## config.mk

```make
export PLATFORM = sky130hd
export DESIGN_NAME = fhp_alu
export DESIGN_NICKNAME = d
export VERILOG_FILES = /design/src/design/fhp_pkg.sv /design/src/design/fhp_alu.sv
export SDC_FILE = /design/constraint.sdc
export NUM_CORES = 1
export LEC_CHECK = 0
export BUFFER_PORTS_ARGS = -buffer_cell sky130_fd_sc_hd__clkbuf_2
export CAP_MARGIN = 20
export CORE_MARGIN = 2
export CORE_UTILIZATION = 54
export DETAILED_ROUTE_END_ITERATION = 10
export PLACE_DENSITY = 0.72
export SKIP_LAST_GASP = 1
export SLEW_MARGIN = 20
export SYNTH_ARGS = -nofsm -noshare
export SYNTH_HDL_FRONTEND = slang
export SYNTH_SLANG_ARGS = --single-unit
```

## constraint.sdc

```tcl
create_clock -name vclk -period 13.1
set_input_delay 0.655 -clock vclk [all_inputs]
set_output_delay 0.655 -clock vclk [all_outputs]
set_load 0.005 [all_outputs]
```

## src/design/fhp_pkg.sv

```systemverilog
// Shared types and constants for the fire heat propagation unit.
// Used by fhp_alu, fhp_seq and the top level; depends on nothing.
`default_nettype none

package fhp_pkg;

  // Frame size defaults
  localparam int unsigned WidthDefault  = 320;
  localparam int unsigned HeightDefault = 240;

  // Hotspot span: 40 entries around the center, peak 20
  localparam int unsigned HotSpan  = 40;
  localparam int unsigned HalfSpan = HotSpan / 2;

  localparam logic [7:0] MaxHeatReset = 8'd255;

  // Constant ratios as multiply-and-shift, exact for 8-bit operands:
  //   v/5      = (v * 205)    >> 10
  //   v*62/100 = (v * 325066) >> 19
  //   v*19/20  = (v * 62260)  >> 16
  localparam logic [18:0] Div5Mul   = 19'd205;
  localparam logic [4:0]  Div5Shift = 5'd10;
  localparam logic [18:0] Mul62Mul  = 19'd325066;
  localparam logic [4:0]  Mul62Shift = 5'd19;
  localparam logic [18:0] Mul95Mul  = 19'd62260;
  localparam logic [4:0]  Mul95Shift = 5'd16;

  typedef enum logic [1:0] {
    OP_HEAT   = 2'd0,
    OP_UPDATE = 2'd1,
    OP_READ   = 2'd2
  } op_e;

  typedef enum logic [2:0] {
    FN_DIV5,
    FN_MUL62,
    FN_MUL95,
    FN_SATADD,
    FN_COOL
  } alu_fn_e;

  typedef struct packed {
    alu_fn_e    fn;
    logic [9:0] a;
    logic [7:0] b;
    logic [7:0] max_heat;
  } alu_req_t;

  typedef enum logic [3:0] {
    ST_CLEAR,
    ST_IDLE,
    ST_DECODE,
    ST_OWN,
    ST_LEFT,
    ST_RIGHT,
    ST_CENTER,
    ST_COOL,
    ST_HMOD,
    ST_HEAT,
    ST_OUT
  } seq_state_e;

endpackage

`default_nettype wire

```

## src/design/fhp_alu.sv

```systemverilog
// Shared arithmetic unit: one constant multiplier with shift, plus
// saturating add and cooling subtract. Depends on fhp_pkg.
`default_nettype none

module fhp_alu
  import fhp_pkg::*;
(
  input  alu_req_t   req_i,
  output logic [7:0] y_o
);

  logic [18:0] k;
  logic [4:0]  sh;
  logic [26:0] prod;
  logic [26:0] shifted;
  logic [8:0]  sum;
  logic [9:0]  diff;

  always_comb begin
    k  = Div5Mul;
    sh = Div5Shift;
    case (req_i.fn)
      FN_MUL62: begin
        k  = Mul62Mul;
        sh = Mul62Shift;
      end
      FN_MUL95: begin
        k  = Mul95Mul;
        sh = Mul95Shift;
      end
      default: begin
        k  = Div5Mul;
        sh = Div5Shift;
      end
    endcase

    prod    = 27'(req_i.a[7:0]) * 27'(k);
    shifted = prod >> sh;
    sum     = 9'(req_i.a[7:0]) + 9'(req_i.b);
    diff    = (req_i.a < 10'(req_i.b)) ? 10'd0 : req_i.a - 10'(req_i.b);

    case (req_i.fn)
      FN_SATADD: y_o = (sum > 9'(req_i.max_heat)) ? req_i.max_heat : sum[7:0];
      FN_COOL:   y_o = (diff > 10'(req_i.max_heat)) ? req_i.max_heat : diff[7:0];
      default:   y_o = shifted[7:0];
    endcase
  end

endmodule

`default_nettype wire

```

==> results.yml, run 1 <==
cts:
  holdBufCountCts: 0
  post_cts_buffers: 0
  ctsResizeCount: 0
run:
  drv_cap: 0
min_path:
  hold_end: "y_o[7]"
  min_delay_path_depth: 4
  hp-start: "req_i[7]"
  min_path_type: "input port to output port"
synth:
  yosys.area.top_type: "fa_1"
  synth_top_area_share_pct: 28.3
  syn_area_per_cell_um2: 8.11
  synth_area_leaders: "fa_1 28%, ha_1 22%, inv_1 9.6%, nand2_1 3.1%, nor2_1 2.9%"
  netlist_area_um2: 5380
  synth_nets: 861
  seq_area_frac_synth_pct: 0
  synth_commonest_cells: "138 x inv_1, 93 x ha_1, 76 x fa_1"
  synthCells: 663
  yosysMostFrequentCell: "inv_1"
  synth.distinct_cells: 65
  ys_warn_count: 0
place:
  dpl.hpwl_um: 12400
  port_buffers: 37
  gp_congestion: 1.00
  placed_cells: 821
finish:
  syn_to_final_growth_pct: 5.91
  sequential_cell_total: 0
  regArea_um2: 0
  layout-drive-gt1-share_pct: 8.28
  clkbuf_count: 0
  diodes: 0
  fillCellCount: 921
  nets: 888
  fin_cells: 821
detailed_routing:
  viasPerCell: 5.75
  wl_per_cell_um: 16.9
  remaining_drc_errors: 0
  totalWireLength_um: 13900
  vias: 4724
  drt_iter0_drc: 294
  drtPass1Iterations: 5
  drtAntennaViolNets: 0
die:
  std_cell_rows: 36
  die-area_um2: 10800
  coreArea_um2: 9730
  start_util_pct: 55.3
  pin_count: 37
  die_w_um: 104
  fp.dieH_um: 104
grt:
  grt_max_degree: 22
  grt_pass1_vias: 4624
  antenna_found_initial: 0
  grt_pass1_wl_um: 23000
  track_usage_pct: 26.0
  grt_overflow: 0
setup_path:
  path_cells: "clkbuf_2 > clkinv_1 > nor3_2 > buf_4 > and2_1 > nor2_1 > inv_1 > fa_1 > fa_1 > inv_1 > fa_1 > inv_1 > fa_1 > ha_1 > a21o_1 > a221oi_1 > o21ai_0 > a221oi_2 > xnor2_1 > a21oi_1 > a32oi_1 > clkbuf_2"
  start_kind: "input port"
  cp-end-kind: "output port"
  crit_top_cell: "fa_1"
  crit_path_max_incr_delay_ns: 0.55
  required_ns: 12.44
  worstPathArrival_ns: 6.70
  crit_start: "req_i[26]"
  cpMaxStageDelayCell: "fa_1"
  path_delay_family: "adder cells"
  path_max_fanout: 19
  crit_type: "input port to output port"
  path_buf_inv: 7
sta:
  slew_headroom_pct: 46.0
  final-setup-viol-count: 0
  fin_crit_sh_pct: 56.2
  hold_violations: 0
  period_minus_slack_ns: 7.36
  rsz0062_at_grt: "false"
  tightest_slew_ns: 0.807
  fmax_mhz: 136
  slew_viol_final: 0
  setup_tns_ns: 0
pwr:
  powerDensity_nw_per_um2: 104
  power_mw: 0.591
  leakage_nw: 3.07
  ir_drop_mv: 0.0610
status:
  outcome: "finished, final reports clean"
[cells by family after synthesis]
| logic type | count (synthesis) | synth area share, % |
|---|---|---|
| adders and majority gates | 171 | 50.3 |
| buffers and inverters | 153 | 10.8 |
| AOI/OAI and AO/OA | 137 | 18.0 |
| muxes | 3 | 0.558 |
| and+or+nand+nor | 172 | 15.9 |
| xor gates and xnor gates | 27 | 4.40 |
[where the power goes]
part	internal [mW]	switching [mW]	total [mW]
clock network	0	0	0
registers	0	0	0
logic	0.245	0.346	0.591
[stage by stage]
step	utilization, %	instance area (µm²)	setup WS (ns)	hold WS [ns]
2_1_floorplan	-	5380	6.59	1.40
3_3_place_gp	58.5	5700	5.98	1.62
3_5_place_dp	58.5	5700	5.83	1.63
4_1_cts	58.5	5700	5.82	1.63
5_1_grt	58.5	5700	5.34	1.65
6_report	58.5	5700	5.74	1.62
[how the worst max path moves through the flow]
| stage | endpoint | cells past startpoint | slack, ns |
|---|---|---|---|
| global route | y_o[5] | 22 | 5.34 |
| CTS | y_o[5] | 22 | 5.82 |
| floorplan | y_o[5] | 18 | 6.59 |
| finish | y_o[5] | 22 | 5.74 |
| detailed placement | y_o[5] | 22 | 5.83 |
| global placement | y_o[5] | 22 | 5.98 |
[area by class of cell]
cell class | count | area (µm²) | share of cell area, %
Tap cell | 133 | 166 | 2.92
Multi-Input combinational cell | 510 | 4810 | 84.4
Inverter | 139 | 522 | 9.16
Timing Repair Buffer | 39 | 200 | 3.51
[layer usage]
metal  share of wire, %  wire [µm]  GRT usage, %
met5                  0          0             0
met4                1.5        212          3.57
met3                6.8        938          2.64
met2                 45       6160          41.5
met1                 47       6530          39.1
[layout by cell type (no fill, tap or decap), drive strengths merged, types with 11 or more instances in the layout]
| cell | synthesis | routed |
|---|---|---|
| xnor2 | 17 | 17 |
| ha | 93 | 93 |
| fa | 76 | 76 |
| nand3 | 14 | 14 |
| and2 | 15 | 15 |
| nor3 | 13 | 13 |
| o21ai | 22 | 22 |
| inv | 138 | 138 |
| clkbuf | 6 | 37 |
| nand2b | 11 | 11 |
| a21oi | 31 | 31 |
| nor2 | 42 | 42 |
| nand2 | 46 | 46 |
(Power assumes the default switching activity.)
==> inputs of run 2 (changes only) <==
- ABC_AREA: default -> 1
- PLACE_DENSITY: 0.72 -> 0.75
- clock period: 13.1 -> 6.4 ns (I/O delays scaled with it)
==> run 2 against run 1 <==
  * Final cell count up 28%
  * Total power grew 120%
  * Non-clock buffer count grew 4
  * Global-route usage is 1.7 points higher
  * Worst hold slack got worse by 0.49 ns
  * Routed wire length is 10% higher
  * Critical path depth up 5
  * Utilization is 0.41 points lower
  * Design area rose by 10%
  * Clock-buffer cell count is the same
  * Critical endpoint is now y_o[6]
==> results.yml, run 2 <==
pwr:
  leakage_nw: 3.72
  ir_drop_mv: 0.113
  powerDensity_nw_per_um2: 208
  power_mw: 1.30
detailed_routing:
  drtAntennaViolNets: 0
  remaining_drc_errors: 0
  drt_iter0_drc: 380
  totalWireLength_um: 15300
  wl_per_cell_um: 14.6
  vias: 5626
  drtPass1Iterations: 6
  viasPerCell: 5.36
setup_path:
  required_ns: 6.08
  crit_type: "input port to output port"
  worstPathArrival_ns: 5.50
  cp-end-kind: "output port"
  start_kind: "input port"
  path_max_fanout: 6
finish:
  layout-drive-gt1-share_pct: 9.23
  nets: 1110
  regArea_um2: 0
  mostFrequentLayoutCell: "inv_1"
  syn_to_final_growth_pct: 5.58
  fin_util_pct: 58.1
  clkbuf_count: 0
  most-common-layout-cells: "211 x inv_1, 173 x nand2_1, 93 x ha_1, 78 x nor2_1, 76 x fa_1"
  fillCellCount: 1064
  sequential_cell_total: 0
  diodes: 0
die:
  fp.dieH_um: 109
  start_util_pct: 55.1
  std_cell_rows: 38
  pin_count: 37
  coreArea_um2: 10800
  die_w_um: 109
  die-area_um2: 11900
sta:
  setup_tns_ns: 0
  fin_ws_ns: 0.576
  hold_violations: 0
  final-setup-viol-count: 0
  tightest_slew_ns: 0.568
  rsz0062_at_grt: "false"
  slew_viol_final: 0
  fmax_mhz: 172
  slew_headroom_pct: 62.0
  period_minus_slack_ns: 5.82
  fin_crit_sh_pct: 91.0
synth:
  synth_top_area_share_pct: 25.6
  synth.distinct_cells: 42
  yosys.area.top_type: "fa_1"
  syn_area_per_cell_um2: 6.76
  netlist_area_um2: 5940
  synthCells: 879
  seq_area_frac_synth_pct: 0
  synth_nets: 1077
  ys_warn_count: 0
  synth_commonest_cells: "211 x inv_1, 173 x nand2_1, 93 x ha_1"
  yosysMostFrequentCell: "inv_1"
  synth_area_leaders: "fa_1 26%, ha_1 20%, inv_1 13%, nand2_1 11%, nand3_1 5.6%"
status:
  outcome: "finished, final reports clean"
grt:
  grt_pass1_wl_um: 25900
  grt_pass1_vias: 5656
  grt_overflow: 0
  grt_max_degree: 23
  track_usage_pct: 27.7
  antenna_found_initial: 0
min_path:
  min_path_type: "input port to output port"
run:
  drv_cap: 0
place:
  dpl.hpwl_um: 13900
  post-place-ws_ns: 0.643
  port_buffers: 37
  gp_congestion: 0.996
cts:
  post_cts_buffers: 0
  ctsResizeCount: 0
  holdBufCountCts: 0
-- run 2: where the power goes --
part	leakage, nW	total, mW	switching, mW	internal, mW
Combinational	3.72	1.30	0.818	0.485
Sequential	0	0	0	0
Clock	0	0	0	0
-- run 2: final timing paths --
path  cells after the start     end       from  slack, ns
max                      27  y_o[6]  req_i[27]       0.58
min                       6  y_o[1]   req_i[1]       1.13
-- run 2: layout make-up --
| type | count | area [µm²] | share of cell area (%) |
|---|---|---|---|
| multi-input cells | 651 | 5060 | 80.6 |
| well taps | 140 | 175 | 2.79 |
| repair buffers | 43 | 230 | 3.67 |
| inverters | 216 | 811 | 12.9 |
-- run 2: critical path, cell delays in order --
cell,delay (ns)
clkbuf_2,0.12
inv_1,0.08
nor3_2,0.15
inv_1,0.08
nand2_1,0.09
inv_1,0.13
nor2_1,0.48
fa_1,0.54
fa_1,0.54
inv_1,0.05
fa_1,0.53
inv_1,0.05
fa_1,0.47
ha_1,0.40
a21oi_1,0.21
o21ai_0,0.11
a21oi_1,0.17
nand2_1,0.12
nand2_1,0.11
nand2_1,0.08
nand2_1,0.13
nand3_1,0.08
nand3_1,0.07
nand2_1,0.06
a21oi_1,0.12
nand2_1,0.07
clkbuf_2,0.11
-- run 2: metrics by stage --
stage / std cells / instance area [µm²] / hold slack [ns]
floorplan: 879 / 5940 / 0.825
global placement: 1050 / 6270 / 1.12
detailed placement: 1050 / 6270 / 1.14
CTS: 1050 / 6270 / 1.14
global route: 1050 / 6270 / 1.19
finish: 1050 / 6270 / 1.13
-- run 2: cell families (layout without fill, tap and decap cells) --
logic type	count (synthesis)	after routing	share of synthesized area [%]
AO/OA/AOI/OAI	97	97	9.52
AND/OR/NAND/NOR	373	373	28.6
buffers and inverters	228	259	14.9
adder cells (fa/ha/maj)	169	169	45.2
XOR/XNOR	12	12	1.77
-- run 2: metal layers --
metal | GRT usage (%) | routed length, µm | share of wire [%] | up-vias
li1 | - | - | - | 2795
met1 | 32.9 | 6310 | 41 | 2589
met2 | 50.0 | 7370 | 48 | 181
met3 | 2.75 | 741 | 4.8 | 61
met4 | 13.0 | 869 | 5.7 | 0
met5 | 0 | 0 | 0 | -
==> inputs of run 3 (changes only) <==
- PLACE_DENSITY: 0.75 -> 0.79
==> run 3 against run 2 <==
  * Combinational power is essentially flat
  * First-iteration DRC count grew 31%
  * Total power grew 0.13%
  * Largest power group unchanged
  * Highest routed layer unchanged
==> results.yml, run 3 (synthesis results as in run 2) <==
setup_path:
  required_ns: 6.08
  crit_type: "input port to output port"
  path_delay_family: "adder cells"
  crit_path_max_incr_delay_ns: 0.54
  path_max_fanout: 14
  start_kind: "input port"
  crit_top_cell: "nand2_1"
  cp-end-kind: "output port"
  worstPathArrival_ns: 5.58
  path_buf_inv: 9
  cpMaxStageDelayCell: "fa_1"
detailed_routing:
  wl_met3_um: 976
  wl_met1_um: 6260
  vias: 5673
  viasPerCell: 5.38
  drtPass1Iterations: 5
  dr_wl_met2_um: 7340
  remaining_drc_errors: 0
  top_layer: "met4"
  drtAntennaViolNets: 0
  wl_per_cell_um: 14.4
  totalWireLength_um: 15200
  drt_iter0_drc: 497
run:
  drv_cap: 0
place:
  gp_congestion: 0.998
  dpl.hpwl_um: 13500
  post-place-ws_ns: 0.556
  port_buffers: 37
sta:
  slew_viol_final: 0
  fmax_mhz: 170
  tightest_slew_ns: 0.600
  fin_crit_sh_pct: 92.1
  rsz0062_at_grt: "false"
  period_minus_slack_ns: 5.90
  hold_violations: 0
  fin_ws_ns: 0.504
  slew_headroom_pct: 59.8
  final-setup-viol-count: 0
  setup_tns_ns: 0
die:
  start_util_pct: 55.1
  pin_count: 37
  fp.dieH_um: 109
  coreArea_um2: 10800
  die-area_um2: 11900
  die_w_um: 109
  std_cell_rows: 38
grt:
  antenna_found_initial: 0
  grt_pass1_vias: 5916
  grt_pass1_wl_um: 26300
  grt_overflow: 0
  grt_max_degree: 23
  track_usage_pct: 27.8
finish:
  nets: 1114
  syn_to_final_growth_pct: 6.09
  most-common-layout-cells: "211 x inv_1, 173 x nand2_1, 93 x ha_1, 78 x nor2_1, 76 x fa_1"
  mostFrequentLayoutCell: "inv_1"
  sequential_cell_total: 0
  clkbuf_count: 0
  regArea_um2: 0
  diodes: 0
  layout-drive-gt1-share_pct: 9.63
  fin_util_pct: 58.4
pwr:
  leakage_nw: 3.74
  powerDensity_nw_per_um2: 207
  ir_drop_mv: 0.108
cts:
  holdBufCountCts: 0
  ctsResizeCount: 0
  post_cts_buffers: 0
min_path:
  min_path_type: "input port to output port"
status:
  outcome: "finished, final reports clean"
[run 3: cell types whose count changed in the layout (fill, tap and decap cells not counted)]
cell and change:
buf_4 +4
[run 3: path summary, 6_finish.rpt]
check / from / end / slack (ns) / cells past startpoint
worst max-delay path: req_i[26] / y_o[5] / 0.50 / 29
worst min-delay path: req_i[7] / y_o[7] / 1.12 / 6
[run 3: through the flow]
stage / power (mW) / hold WS (ns) / cell area, µm² / std cells
after CTS: 1.29 / 1.12 / 6300 / 1054
after global routing: 1.49 / 1.18 / 6300 / 1054
after global placement: 1.27 / 1.11 / 6300 / 1054
after floorplan: 0.957 / 0.825 / 5940 / 879
final: 1.30 / 1.12 / 6300 / 1054
after detailed placement: 1.29 / 1.12 / 6300 / 1054
[run 3: cell type report]
class                           instances  area (µm²)
Inverter                              216         811
Tap cell                              140         175
Fill cell                            1067        4490
Timing Repair Buffer                   47         260
Multi-Input combinational cell        651        5060
[run 3: per-layer routing]
metal / vias up / global-route usage, %
li1: 2807 / -
met1: 2594 / 34.4
met2: 217 / 50.9
met3: 55 / 1.67
met4: 0 / 9.52
met5: - / 0
[run 3: where the power goes]
part | internal (mW) | total, mW | switching (mW)
combinational | 0.487 | 1.30 | 0.818
sequential | 0 | 0 | 0
clock | 0 | 0 | 0
total | 0.487 | 1.30 | 0.818
