## config.mk

```make
export PLATFORM = sky130hd
export DESIGN_NAME = fhp_seq
export DESIGN_NICKNAME = d
export VERILOG_FILES = /design/src/design/fhp_pkg.sv /design/src/design/fhp_seq.sv
export SDC_FILE = /design/constraint.sdc
export NUM_CORES = 1
export LEC_CHECK = 0
export ABC_CLOCK_PERIOD_IN_PS = 3840
export BUFFER_PORTS_ARGS = -buffer_cell sky130_fd_sc_hd__buf_2
export CORE_UTILIZATION = 34
export CTS_CLUSTER_DIAMETER = 50
export DETAILED_ROUTE_END_ITERATION = 6
export PLACE_DENSITY_LB_ADDON = 0.3
export SLEW_MARGIN = 0
export SYNTH_ARGS = -nofsm -noshare
export SYNTH_HDL_FRONTEND = slang
export SYNTH_SLANG_ARGS = --single-unit
```

## constraint.sdc

```tcl
create_clock -name clk_i -period 3.84 [get_ports clk_i]
set_input_delay 0.192 -clock clk_i [delete_from_list [all_inputs] [get_ports clk_i]]
set_output_delay 0.192 -clock clk_i [all_outputs]
set_load 0.03 [all_outputs]
```

## src/design/fhp_pkg.sv

```systemverilog
// Shared types and constants for the fire heat propagation unit.
// Used by fhp_alu, fhp_seq and the top level; depends on nothing.
`default_nettype none

package fhp_pkg;

  // Frame size defaults
  localparam int unsigned WidthDefault  = 320;
  localparam int unsigned HeightDefault = 240;

  // Hotspot span: 40 entries around the center, peak 20
  localparam int unsigned HotSpan  = 40;
  localparam int unsigned HalfSpan = HotSpan / 2;

  localparam logic [7:0] MaxHeatReset = 8'd255;

  // Constant ratios as multiply-and-shift, exact for 8-bit operands:
  //   v/5      = (v * 205)    >> 10
  //   v*62/100 = (v * 325066) >> 19
  //   v*19/20  = (v * 62260)  >> 16
  localparam logic [18:0] Div5Mul   = 19'd205;
  localparam logic [4:0]  Div5Shift = 5'd10;
  localparam logic [18:0] Mul62Mul  = 19'd325066;
  localparam logic [4:0]  Mul62Shift = 5'd19;
  localparam logic [18:0] Mul95Mul  = 19'd62260;
  localparam logic [4:0]  Mul95Shift = 5'd16;

  typedef enum logic [1:0] {
    OP_HEAT   = 2'd0,
    OP_UPDATE = 2'd1,
    OP_READ   = 2'd2
  } op_e;

  typedef enum logic [2:0] {
    FN_DIV5,
    FN_MUL62,
    FN_MUL95,
    FN_SATADD,
    FN_COOL
  } alu_fn_e;

  typedef struct packed {
    alu_fn_e    fn;
    logic [9:0] a;
    logic [7:0] b;
    logic [7:0] max_heat;
  } alu_req_t;

  typedef enum logic [3:0] {
    ST_CLEAR,
    ST_IDLE,
    ST_DECODE,
    ST_OWN,
    ST_LEFT,
    ST_RIGHT,
    ST_CENTER,
    ST_COOL,
    ST_HMOD,
    ST_HEAT,
    ST_OUT
  } seq_state_e;

endpackage

`default_nettype wire

```

## src/design/fhp_seq.sv

```systemverilog
// Sequencer of the fire heat unit: clears the frame, takes one word at a
// time and steps the frame memory and the shared ALU. Depends on fhp_pkg.
`default_nettype none

module fhp_seq
  import fhp_pkg::*;
#(
  parameter int unsigned WIDTH  = WidthDefault,
  parameter int unsigned HEIGHT = HeightDefault,
  parameter int unsigned Depth  = WIDTH * HEIGHT,
  parameter int unsigned AddrW  = $clog2(Depth)
) (
  input  logic             clk_i,
  input  logic             rst_ni,
  input  logic             in_valid_i,
  output logic             in_stall_o,
  input  logic [1:0]       op_i,
  input  logic [8:0]       column_i,
  input  logic [7:0]       row_i,
  input  logic [3:0]       cooling_i,
  input  logic [7:0]       max_heat_i,
  output logic             res_valid_o,
  output logic [7:0]       res_level_o,
  input  logic             res_take_i,
  output logic             ram_wr_en_o,
  output logic [AddrW-1:0] ram_wr_addr_o,
  output logic [7:0]       ram_wr_data_o,
  output logic             ram_rd_en_o,
  output logic [AddrW-1:0] ram_rd_addr_o,
  input  logic [7:0]       ram_rd_data_i,
  output alu_req_t         alu_req_o,
  input  logic [7:0]       alu_y_i
);

  localparam int unsigned ColW    = $clog2(WIDTH);
  localparam int unsigned CenW    = (ColW >= 9) ? ColW + 1 : 9;
  localparam int unsigned BotBase = (HEIGHT - 1) * WIDTH;

  seq_state_e       state_q, state_d;
  logic [AddrW-1:0] clr_q, clr_d;
  op_e              op_q, op_d;
  logic [CenW-1:0]  cen_q, cen_d;
  logic [7:0]       row_q, row_d;
  logic [3:0]       cool_q, cool_d;
  logic             inr_q, inr_d;
  logic [AddrW-1:0] base_q, base_d;
  logic [5:0]       cnt_q, cnt_d;
  logic [ColW-1:0]  hcol_q, hcol_d;
  logic [ColW-1:0]  wcol_q, wcol_d;
  logic [9:0]       acc_q, acc_d;
  logic [7:0]       res_q, res_d;

  logic [ColW-1:0]  col, lc, rc, cen_r, hcol_next, hstart;
  logic [AddrW-1:0] own_addr, below_base;
  logic             is_top, is_bottom;
  logic [5:0]       step;
  logic [5:0]       add_k;

  always_comb begin
    col        = cen_q[ColW-1:0];
    lc         = (col == '0) ? ColW'(WIDTH - 1) : col - ColW'(1);
    rc         = (col == ColW'(WIDTH - 1)) ? '0 : col + ColW'(1);
    own_addr   = base_q + AddrW'(col);
    below_base = base_q + AddrW'(WIDTH);
    is_top     = (row_q == 8'd0);
    is_bottom  = ({24'd0, row_q} == 32'(HEIGHT - 1));
    cen_r      = cen_q[ColW-1:0];
    hstart     = (cen_r >= ColW'(HalfSpan)) ? cen_r - ColW'(HalfSpan)
                                            : cen_r + ColW'(WIDTH - HalfSpan);
    hcol_next  = (hcol_q == ColW'(WIDTH - 1)) ? '0 : hcol_q + ColW'(1);
    // Entry written this step sits at offset step-20 from the center
    step       = cnt_q - 6'd1;
    add_k      = (step < 6'(HalfSpan)) ? step : 6'(HotSpan) - step;
  end

  always_comb begin
    state_d = state_q;
    clr_d   = clr_q;
    op_d    = op_q;
    cen_d   = cen_q;
    row_d   = row_q;
    cool_d  = cool_q;
    inr_d   = inr_q;
    base_d  = base_q;
    cnt_d   = cnt_q;
    hcol_d  = hcol_q;
    wcol_d  = wcol_q;
    acc_d   = acc_q;
    res_d   = res_q;

    in_stall_o    = 1'b1;
    res_valid_o   = 1'b0;
    ram_wr_en_o   = 1'b0;
    ram_wr_addr_o = own_addr;
    ram_wr_data_o = alu_y_i;
    ram_rd_en_o   = 1'b0;
    ram_rd_addr_o = own_addr;

    alu_req_o.fn       = FN_DIV5;
    alu_req_o.a        = {2'b00, ram_rd_data_i};
    alu_req_o.b        = 8'd0;
    alu_req_o.max_heat = max_heat_i;

    case (state_q)
      ST_CLEAR: begin
        ram_wr_en_o   = 1'b1;
        ram_wr_addr_o = clr_q;
        ram_wr_data_o = 8'd0;
        clr_d         = clr_q + AddrW'(1);
        if (clr_q == AddrW'(Depth - 1)) begin
          state_d = ST_IDLE;
        end
      end
      ST_IDLE: begin
        in_stall_o = 1'b0;
        if (in_valid_i) begin
          op_d    = op_e'(op_i);
          cen_d   = CenW'(column_i);
          row_d   = row_i;
          cool_d  = cooling_i;
          inr_d   = ({23'd0, column_i} < 32'(WIDTH)) && ({24'd0, row_i} < 32'(HEIGHT));
          base_d  = AddrW'({24'd0, row_i} * 32'(WIDTH));
          state_d = ST_DECODE;
        end
      end
      ST_DECODE: begin
        case (op_q)
          OP_HEAT: begin
            state_d = ST_HMOD;
          end
          OP_UPDATE, OP_READ: begin
            if (!inr_q) begin
              res_d   = 8'd0;
              state_d = ST_OUT;
            end else if (op_q == OP_UPDATE && !is_top && !is_bottom) begin
              ram_rd_en_o   = 1'b1;
              ram_rd_addr_o = below_base + AddrW'(lc);
              state_d       = ST_LEFT;
            end else begin
              ram_rd_en_o   = 1'b1;
              ram_rd_addr_o = own_addr;
              state_d       = ST_OWN;
            end
          end
          default: begin
            res_d   = 8'd0;
            state_d = ST_OUT;
          end
        endcase
      end
      ST_OWN: begin
        if (op_q == OP_UPDATE && is_bottom) begin
          alu_req_o.fn = FN_MUL95;
          ram_wr_en_o  = 1'b1;
          res_d        = alu_y_i;
        end else begin
          res_d = ram_rd_data_i;
        end
        state_d = ST_OUT;
      end
      ST_LEFT: begin
        alu_req_o.fn  = FN_DIV5;
        acc_d         = 10'(alu_y_i);
        ram_rd_en_o   = 1'b1;
        ram_rd_addr_o = below_base + AddrW'(rc);
        state_d       = ST_RIGHT;
      end
      ST_RIGHT: begin
        alu_req_o.fn  = FN_DIV5;
        acc_d         = acc_q + 10'(alu_y_i);
        ram_rd_en_o   = 1'b1;
        ram_rd_addr_o = below_base + AddrW'(col);
        state_d       = ST_CENTER;
      end
      ST_CENTER: begin
        alu_req_o.fn = FN_MUL62;
        acc_d        = acc_q + 10'(alu_y_i);
        state_d      = ST_COOL;
      end
      ST_COOL: begin
        alu_req_o.fn = FN_COOL;
        alu_req_o.a  = acc_q;
        alu_req_o.b  = {4'd0, cool_q};
        ram_wr_en_o  = 1'b1;
        res_d        = alu_y_i;
        state_d      = ST_OUT;
      end
      ST_HMOD: begin
        // Reduce the center column one subtract per cycle
        if (cen_q >= CenW'(WIDTH)) begin
          cen_d = cen_q - CenW'(WIDTH);
        end else begin
          hcol_d  = hstart;
          cnt_d   = 6'd0;
          state_d = ST_HEAT;
        end
      end
      ST_HEAT: begin
        // Read entry cnt while writing back entry cnt-1
        if (cnt_q < 6'(HotSpan)) begin
          ram_rd_en_o   = 1'b1;
          ram_rd_addr_o = AddrW'(BotBase) + AddrW'(hcol_q);
          hcol_d        = hcol_next;
          wcol_d        = hcol_q;
        end
        if (cnt_q != 6'd0) begin
          alu_req_o.fn  = FN_SATADD;
          alu_req_o.b   = 8'(add_k);
          ram_wr_en_o   = 1'b1;
          ram_wr_addr_o = AddrW'(BotBase) + AddrW'(wcol_q);
          if (step == 6'(HalfSpan)) begin
            res_d = alu_y_i;
          end
        end
        cnt_d = cnt_q + 6'd1;
        if (cnt_q == 6'(HotSpan)) begin
          state_d = ST_OUT;
        end
      end
      ST_OUT: begin
        res_valid_o = 1'b1;
        if (res_take_i) begin
          state_d = ST_IDLE;
        end
      end
      default: begin
        state_d = ST_IDLE;
      end
    endcase
  end

  assign res_level_o = res_q;

  always_ff @(posedge clk_i or negedge rst_ni) begin
    if (!rst_ni) begin
      state_q <= ST_CLEAR;
      clr_q   <= '0;
    end else begin
      state_q <= state_d;
      clr_q   <= clr_d;
    end
  end

  always_ff @(posedge clk_i) begin
    op_q   <= op_d;
    cen_q  <= cen_d;
    row_q  <= row_d;
    cool_q <= cool_d;
    inr_q  <= inr_d;
    base_q <= base_d;
    cnt_q  <= cnt_d;
    hcol_q <= hcol_d;
    wcol_q <= wcol_d;
    acc_q  <= acc_d;
    res_q  <= res_d;
  end

endmodule

`default_nettype wire

```

==> impl_metrics.tcl, run 1 <==
set metrics [dict create \
    status "complete, but fails checks" \
    violations "negative setup slack" \
    insertion_delay_ns 0.36 \
    clockBufferDepth 2 \
    hold_viol 0 \
    die_h_um 154 \
    ioPinCount 134 \
    synthCells 875 \
    drtIter0Drc 496 \
    drtPass1Iterations 5 \
    worstHoldPathType "in -> reg" \
    grt_max_degree 22 \
    whs_ns 0.0223 \
    rr_startpoint "cen_q[0]$_DFFE_PP_" \
    p_leak_nw 4.06 \
    finalMaxSlewViolations 0 \
    crit_start "cen_q[0]$_DFFE_PP_" \
    grt_setup_unrepaired "yes" \
    async_reset_ff_frac 0.216 \
    multi_input_area_sq_um 4870 \
    gr-total-overflow 0 \
    final_cells 1318 \
    yosysWarnings 0 \
    cap_violations 0 \
    grt_first_pass_wirelength_um 36600 \
    seq_area_sq_um 2810 \
    num_vias 7125 \
    cp-endpoint "ram_rd_addr_o[10]" \
    fin_crit_sh 1.01 \
    power_density_nw_per_um2 743 \
    finalPower_mw 7.24 \
    yosys-top-cells-count "79 x nand2_1, 76 x edfxtp_1, 72 x nor2_1, 62 x o21ai_0, 54 x ha_1" \
    clk_pin_slew_worst_paths_ns 0.08 \
    cts_tree "yes" \
    r2r_cells 21 \
    synth_edf_count 76 \
    drt-vias-per-instance 5.41 \
    rows 55 \
    seq_area_frac_synth 0.356 \
    drive_gt1_frac 0.261 \
    cp_slowest_stage_delay_ns 0.52 \
    finalSetupViolCount 1 \
    worst_slack_ns -0.0504 \
    finalWirelength_um 23600 \
    syn_avg_cell_area_sq_um 9.01 \
    syn-cell-area_sq_um 7890 \
    drc 0 \
    yosysMostFrequentCell "nand2_1" \
    dieArea_sq_um 23800 \
    crit_path_top_delay_cell "or4_1" \
    fp.dieW_um 154 \
    clock-sinks 97 \
    tritoncts.num_buffers 9 \
    cts_root_buf "clkbuf_16" \
    pre_cts_slack_ns 0.0340 \
    worst_setup_path_end_kind "output port" \
    ys.flop_type "edfxtp_1" \
    synth_seq_cells 97 \
    yosysTopAreaCell "edfxtp_1" \
    worst_hold_startpoint "cooling_i[0]" \
    fillerInstances 2243 \
    critical_path_class "reg -> out" \
    cp-start-kind "register" \
    port_buffers 115 \
    gp_congestion 0.921 \
    grt_pass1_vias 6730 \
    reg2reg_slack_ns 0.66 \
    drtAntennaViolNets 0 \
    fin_crit_ns 3.89 \
    h-tree-depth 3 \
    fmax_mhz 257 \
    dp_hpwl_um 18000 \
    max-vdd-ir-drop_mv 0.367 \
    design.core.area_sq_um 22700 \
    crit_fanout 4 \
    rr_endpoint "hcol_q[0]$_DFFE_PP_" \
    track_usage 0.198 \
    wl_per_cell_um 17.9 \
    finalClockSkew_ns 0.00894 \
    antenna_found_initial 1 \
    synth_cell_types 74 \
    tightest_slew_ns 0.985 \
    ys_top_cells_by_area "edfxtp_1 29%, ha_1 8.6%, dfrtp_1 6.7%" \
    antenna_cells 0 \
    synth.top_cell.area_share 0.289 \
    relSlewSlack 0.338 \
    nNetsFinal 1138 \
    crit_chain "buf_4 > ha_4 > nand2_1 > or3_4 > mux2_2 > ha_2 > inv_1 > fa_2 > nor2b_4 > or2_2 > a211oi_1 > or4_1 > nand4_1 > a211o_1 > buf_6" \
    cp.arrival_ns 3.70 \
    placedCellCount 1264 \
    start_util 0.347 \
    area_growth_pct 23.5 \
    cp.required_ns 3.65 \
]
[where the power goes]
| group | internal, mW | leakage [nW] | switching, mW |
|---|---|---|---|
| registers | 1.53 | 0.985 | 0.288 |
| clock network | 0.640 | 0.164 | 0.417 |
| logic | 1.56 | 2.91 | 2.80 |
| total | 3.73 | 4.06 | 3.51 |
[layout by cell type (no fill, tap or decap), types with 6 or more instances in the layout]
cell	n
or2_2	7
a22o_1	10
o22ai_1	10
a21o_1	8
a211oi_1	6
o21a_1	8
nand2b_1	18
and3_1	9
o31ai_1	7
edfxtp_1	76
nor2_1	71
and2_1	12
nor3_1	19
dfrtp_1	21
inv_1	31
xnor2_1	53
o211ai_1	8
buf_4	75
nor2b_1	18
inv_2	7
nand3_1	26
a21oi_1	39
nor3b_1	7
o21ai_0	58
a22oi_1	10
clkbuf_16	9
mux2_2	9
buf_2	108
ha_1	47
nand2_1	77
xor2_1	26
nand4_1	11
buf_6	7
[registers in the layout, summed over array words and instances, names as in the netlist]
name	count
clr_q	17
state_q	4
row_q	8
op_q	2
hcol_q	9
res_level_o	8
cool_q	4
wcol_q	9
cen_q	10
base_q	9
inr_q	1
cnt_q	6
acc_q	10
[layer usage]
| metal | vias to the layer above | share of wire | global-route usage | routed length, um |
|---|---|---|---|---|
| met3 | 36 | 0.043 | 0.0258 | 1010 |
| met5 | - | 0 | 0 | 0 |
| met4 | 0 | 0.028 | 0.0731 | 670 |
| li1 | 3482 | - | - | - |
| met2 | 189 | 0.45 | 0.313 | 10700 |
| met1 | 3418 | 0.47 | 0.274 | 11200 |
[critical path, delay by kind of cell, from the launching register on]
family	cells	cell delay, ns
DFF	1	0.44
and+or+nand+nor	6	1.38
adders and majority gates	3	0.68
muxes	1	0.23
buffers and inverters	3	0.36
AOI/OAI and AO/OA	2	0.25
[what timing repair did]
| item | 4_1_cts | 5_1_grt |
|---|---|---|
| endpoints found under the setup margin | 5 | 10 |
| buffers inserted | 30 | 5 |
| pin swaps | 11 | 15 |
| gates resized for setup | 32 | 32 |
| gates cloned | 0 | 0 |
| hold buffers | 1 | 3 |
| hold endpoints to repair | 21 | 3 |
[kinds of logic after synthesis]
logic type | Yosys count | share of synthesized area
AOI/OAI and AO/OA | 215 | 0.180
DFF | 97 | 0.356
buffers and inverters | 91 | 0.0500
and+or+nand+nor | 320 | 0.210
other | 1 | 0.000476
xor gates and xnor gates | 79 | 0.0878
adders and majority gates | 59 | 0.0984
muxes | 13 | 0.0179
[how the worst min path moves through the flow]
| stage | cells after the start | endpoint | slack, ns |
|---|---|---|---|
| floorplan | 0 | clr_q[0]$_DFFE_PN0P_ | -0.10 |
| global placement | 1 | clr_q[4]$_DFFE_PN0P_ | 0.19 |
| detailed placement | 1 | clr_q[4]$_DFFE_PN0P_ | 0.19 |
| CTS | 1 | cool_q[1]$_DFFE_PP_ | 0.001 |
| global route | 1 | cool_q[0]$_DFFE_PP_ | 0.005 |
| finish | 1 | cool_q[0]$_DFFE_PP_ | 0.02 |
[stage by stage]
step / utilization / setup TNS (ns) / instance area (sq um)
after detailed placement: 0.392 / 0 / 8900
after global routing: 0.429 / -0.573 / 9740
after floorplan: - / 0 / 7890
after global placement: 0.392 / 0 / 8900
final: 0.429 / -0.0504 / 9740
after CTS: 0.422 / 0 / 9580
[area by class of cell]
type / count / share of cell area
Timing Repair Buffer: 194 / 0.126
Clock buffer: 11 / 0.0239
Clock inverter: 5 / 0.0107
Inverter: 38 / 0.0146
Tap cell: 285 / 0.0366
Multi-Input combinational cell: 688 / 0.500
Sequential cell: 97 / 0.288
(Power assumes the default switching activity.)
==> run 2: changes to the inputs <==
--- a/config.mk
+++ b/config.mk
@@ -5,7 +5,8 @@
 export SDC_FILE = /design/constraint.sdc
 export NUM_CORES = 1
 export LEC_CHECK = 0
-export ABC_CLOCK_PERIOD_IN_PS = 3840
+export ABC_AREA = 1
+export ABC_CLOCK_PERIOD_IN_PS = 4000
 export BUFFER_PORTS_ARGS = -buffer_cell sky130_fd_sc_hd__buf_2
 export CORE_UTILIZATION = 34
 export CTS_CLUSTER_DIAMETER = 50
==> constraint.sdc (replaced) <==
create_clock -name clk_i -period 4 [get_ports clk_i]
set_input_delay 0.2 -clock clk_i [delete_from_list [all_inputs] [get_ports clk_i]]
set_output_delay 0.2 -clock clk_i [all_outputs]
set_load 0.03 [all_outputs]
==> run 2 against run 1 <==
  * The run now ends clean
  * Core utilization shrank 2.0 points
  * Global-route usage is 0.13 points lower
  * Die area up 2.7%
  * Flip-flop and latch count is the same
  * Critical path depth increased by 9
  * Power decreased by 16%
  * Final cell count grew 14%
  * Worst hold slack got worse by 0.0018 ns
  * Largest cell class unchanged
  * Highest routed layer unchanged
==> impl_metrics.tcl, run 2 <==
set metrics [dict create \
    fmax_mhz 267 \
    die_h_um 156 \
    min_path_cells 1 \
    design.core.area_sq_um 23400 \
    drtAntennaViolNets 0 \
    ioPinCount 134 \
    synth.top_cell.area_share 0.282 \
    fp.dieW_um 156 \
    r2r_cells 6 \
    final_cells 1506 \
    synth_cell_types 55 \
    drive_gt1_frac 0.211 \
    worst_setup_path_end_kind "output port" \
    yosysTopAreaCell "edfxtp_1" \
    final_common_cell "nand2_1" \
    p_leak_nw 4.46 \
    dieArea_sq_um 24500 \
    cts_root_buf "clkbuf_16" \
    finalClockSkew_ns 0.00671 \
    synth_seq_cells 97 \
    power_density_nw_per_um2 636 \
    finalSetupViolCount 0 \
    grt_max_degree 25 \
    synthCells 1056 \
    yosys-top-cells-count "230 x nand2_1, 152 x inv_1, 93 x nor2_1, 76 x edfxtp_1, 72 x nand3_1" \
    ys_top_cells_by_area "edfxtp_1 28%, nand2_1 11%, ha_1 8.3%" \
    drt-vias-per-instance 4.97 \
    clk_pin_slew_worst_paths_ns 0.07 \
    gp_congestion 0.921 \
    gr-total-overflow 0 \
    largest_reg_flops 17 \
    relSlewSlack 0.363 \
    cts_tree "yes" \
    dp_hpwl_um 19100 \
    hold_viol 0 \
    critical_path_class "reg -> out" \
    finalWirelength_um 23500 \
    cp.arrival_ns 3.55 \
    synth_edf_count 76 \
    cp-start-kind "register" \
    top_regs "clr_q: 17 flops, acc_q: 10 flops, cen_q: 10 flops" \
    ys.flop_type "edfxtp_1" \
    top_register "clr_q" \
    track_usage 0.196 \
    num_vias 7483 \
    drtPass1Iterations 5 \
    tritoncts.num_buffers 9 \
    mostFrequentLayoutCells "227 x nand2_1, 146 x inv_1, 112 x buf_2" \
    async_reset_ff_frac 0.216 \
    drtIter0Drc 522 \
    yosysMostFrequentCell "nand2_1" \
    area_growth_pct 18.0 \
    nNetsFinal 1292 \
    grt_pass1_vias 6946 \
    antenna_cells 0 \
    drc 0 \
    syn-cell-area_sq_um 8100 \
    clockBufferDepth 2 \
    port_buffers 115 \
    antenna_found_initial 0 \
    yosysWarnings 0 \
    fin_crit_ns 3.75 \
    start_util 0.346 \
    fin_crit_sh 0.938 \
    rows 56 \
    status "finished, final reports clean" \
    wl_per_cell_um 15.6 \
    tightest_slew_ns 0.946 \
    clock-sinks 97 \
    max-vdd-ir-drop_mv 0.254 \
    finalSetupTns_ns 0 \
    whs_ns 0.0206 \
    cap_violations 0 \
    cp.required_ns 3.80 \
    seq_area_frac_synth 0.346 \
    insertion_delay_ns 0.35 \
    syn_avg_cell_area_sq_um 7.67 \
    crit_fanout 5 \
    worstHoldPathType "in -> reg" \
    finalMaxSlewViolations 0 \
    h-tree-depth 3 \
    grt_first_pass_wirelength_um 36900 \
    placedCellCount 1472 \
]
run 2: cell count changes in the layout (fill, tap and decap cells not counted), moves of 12 or more:
cell      before  now
nor2_2         1   17
nor2b_1       18    0
and2_1        12    0
buf_4         75   22
nand2b_1      18    0
nand2_1       77  227
xor2_1        26   44
inv_1         31  146
inv_2          7   25
nand3_1       26   70
xnor2_1       53    4
nor2_1        71   87
nand2_2        2   15
run 2: worst max-delay path, cell delays in order, from the launching register on:
cell,delay [ns]
edfxtp_1,0.48
inv_2,0.12
ha_4,0.14
inv_1,0.06
a21oi_2,0.20
nand2_1,0.09
nor2_2,0.15
inv_1,0.07
a21oi_2,0.14
ha_2,0.19
inv_1,0.06
fa_2,0.35
inv_1,0.06
nand2_1,0.04
nand2_1,0.07
nand3_2,0.13
nor2_4,0.16
buf_4,0.12
nand3_1,0.06
nand2_1,0.06
nand3_1,0.06
nand3_1,0.08
nand2_1,0.06
inv_2,0.09
buf_6,0.13
run 2: logic make-up after synthesis:
kind of cell | count (synthesis) | synth area share
AOI/OAI and AO/OA | 169 | 0.126
other | 1 | 0.000463
adders and majority gates | 59 | 0.0957
and+or+nand+nor | 486 | 0.280
DFF | 97 | 0.346
xor gates and xnor gates | 48 | 0.0519
buffers and inverters | 196 | 0.0990
run 2: repair_timing:
action,in CTS,in global routing
endpoints found under the hold margin,21,0
gates resized for setup,2,37
setup endpoints to repair,3,5
buffers inserted,0,17
hold buffers,1,0
pin swaps,0,9
run 2: final cells by class:
| cell class | count | area, sq um |
|---|---|---|
| Clock inverter | 5 | 86.3 |
| Inverter | 172 | 646 |
| Timing Repair Buffer | 138 | 766 |
| Clock buffer | 11 | 254 |
| Tap cell | 319 | 399 |
| Multi-Input combinational cell | 764 | 4600 |
| Fill cell | 2468 | 13800 |
| Sequential cell | 97 | 2810 |
run 2: report_power, final:
group	switching, mW	internal, mW
registers	0.181	1.39
logic	2.48	1.02
clock network	0.414	0.592
run 2: per-layer routing:
metal  up-vias  share of wire  global-route usage
li1       3762              -                   -
met5         -              0                   0
met4         0          0.024              0.0630
met1      3464           0.47               0.275
met2       225           0.45               0.311
met3        32          0.056              0.0263
run 2: final timing paths:
path                                        startpoint                endpoint  slack [ns]
worst max-delay path                cen_q[1]$_DFFE_PP_       ram_rd_addr_o[14]        0.25
worst min register to register    clr_q[7]$_DFFE_PN0P_    clr_q[7]$_DFFE_PN0P_        0.50
max in group asynchronous                       rst_ni  state_q[3]$_DFFE_PN0P_        3.27
worst min-delay path                      cooling_i[2]     cool_q[2]$_DFFE_PP_        0.02
worst max register to register  state_q[3]$_DFFE_PN0P_     hcol_q[3]$_DFFE_PP_        1.65
min in group asynchronous                       rst_ni    clr_q[0]$_DFFE_PN0P_        0.36
run 2: per-stage QoR:
step / utilization / power [mW] / instance area [sq um] / setup slack [ns]
after floorplan: - / 3.96 / 8110 / 0.763
after global placement: 0.383 / 4.94 / 8970 / 0.356
after detailed placement: 0.383 / 4.95 / 8970 / 0.284
after CTS: 0.398 / 5.97 / 9320 / 0.0133
after global routing: 0.409 / 6.48 / 9560 / -0.0359
final: 0.409 / 6.08 / 9560 / 0.248
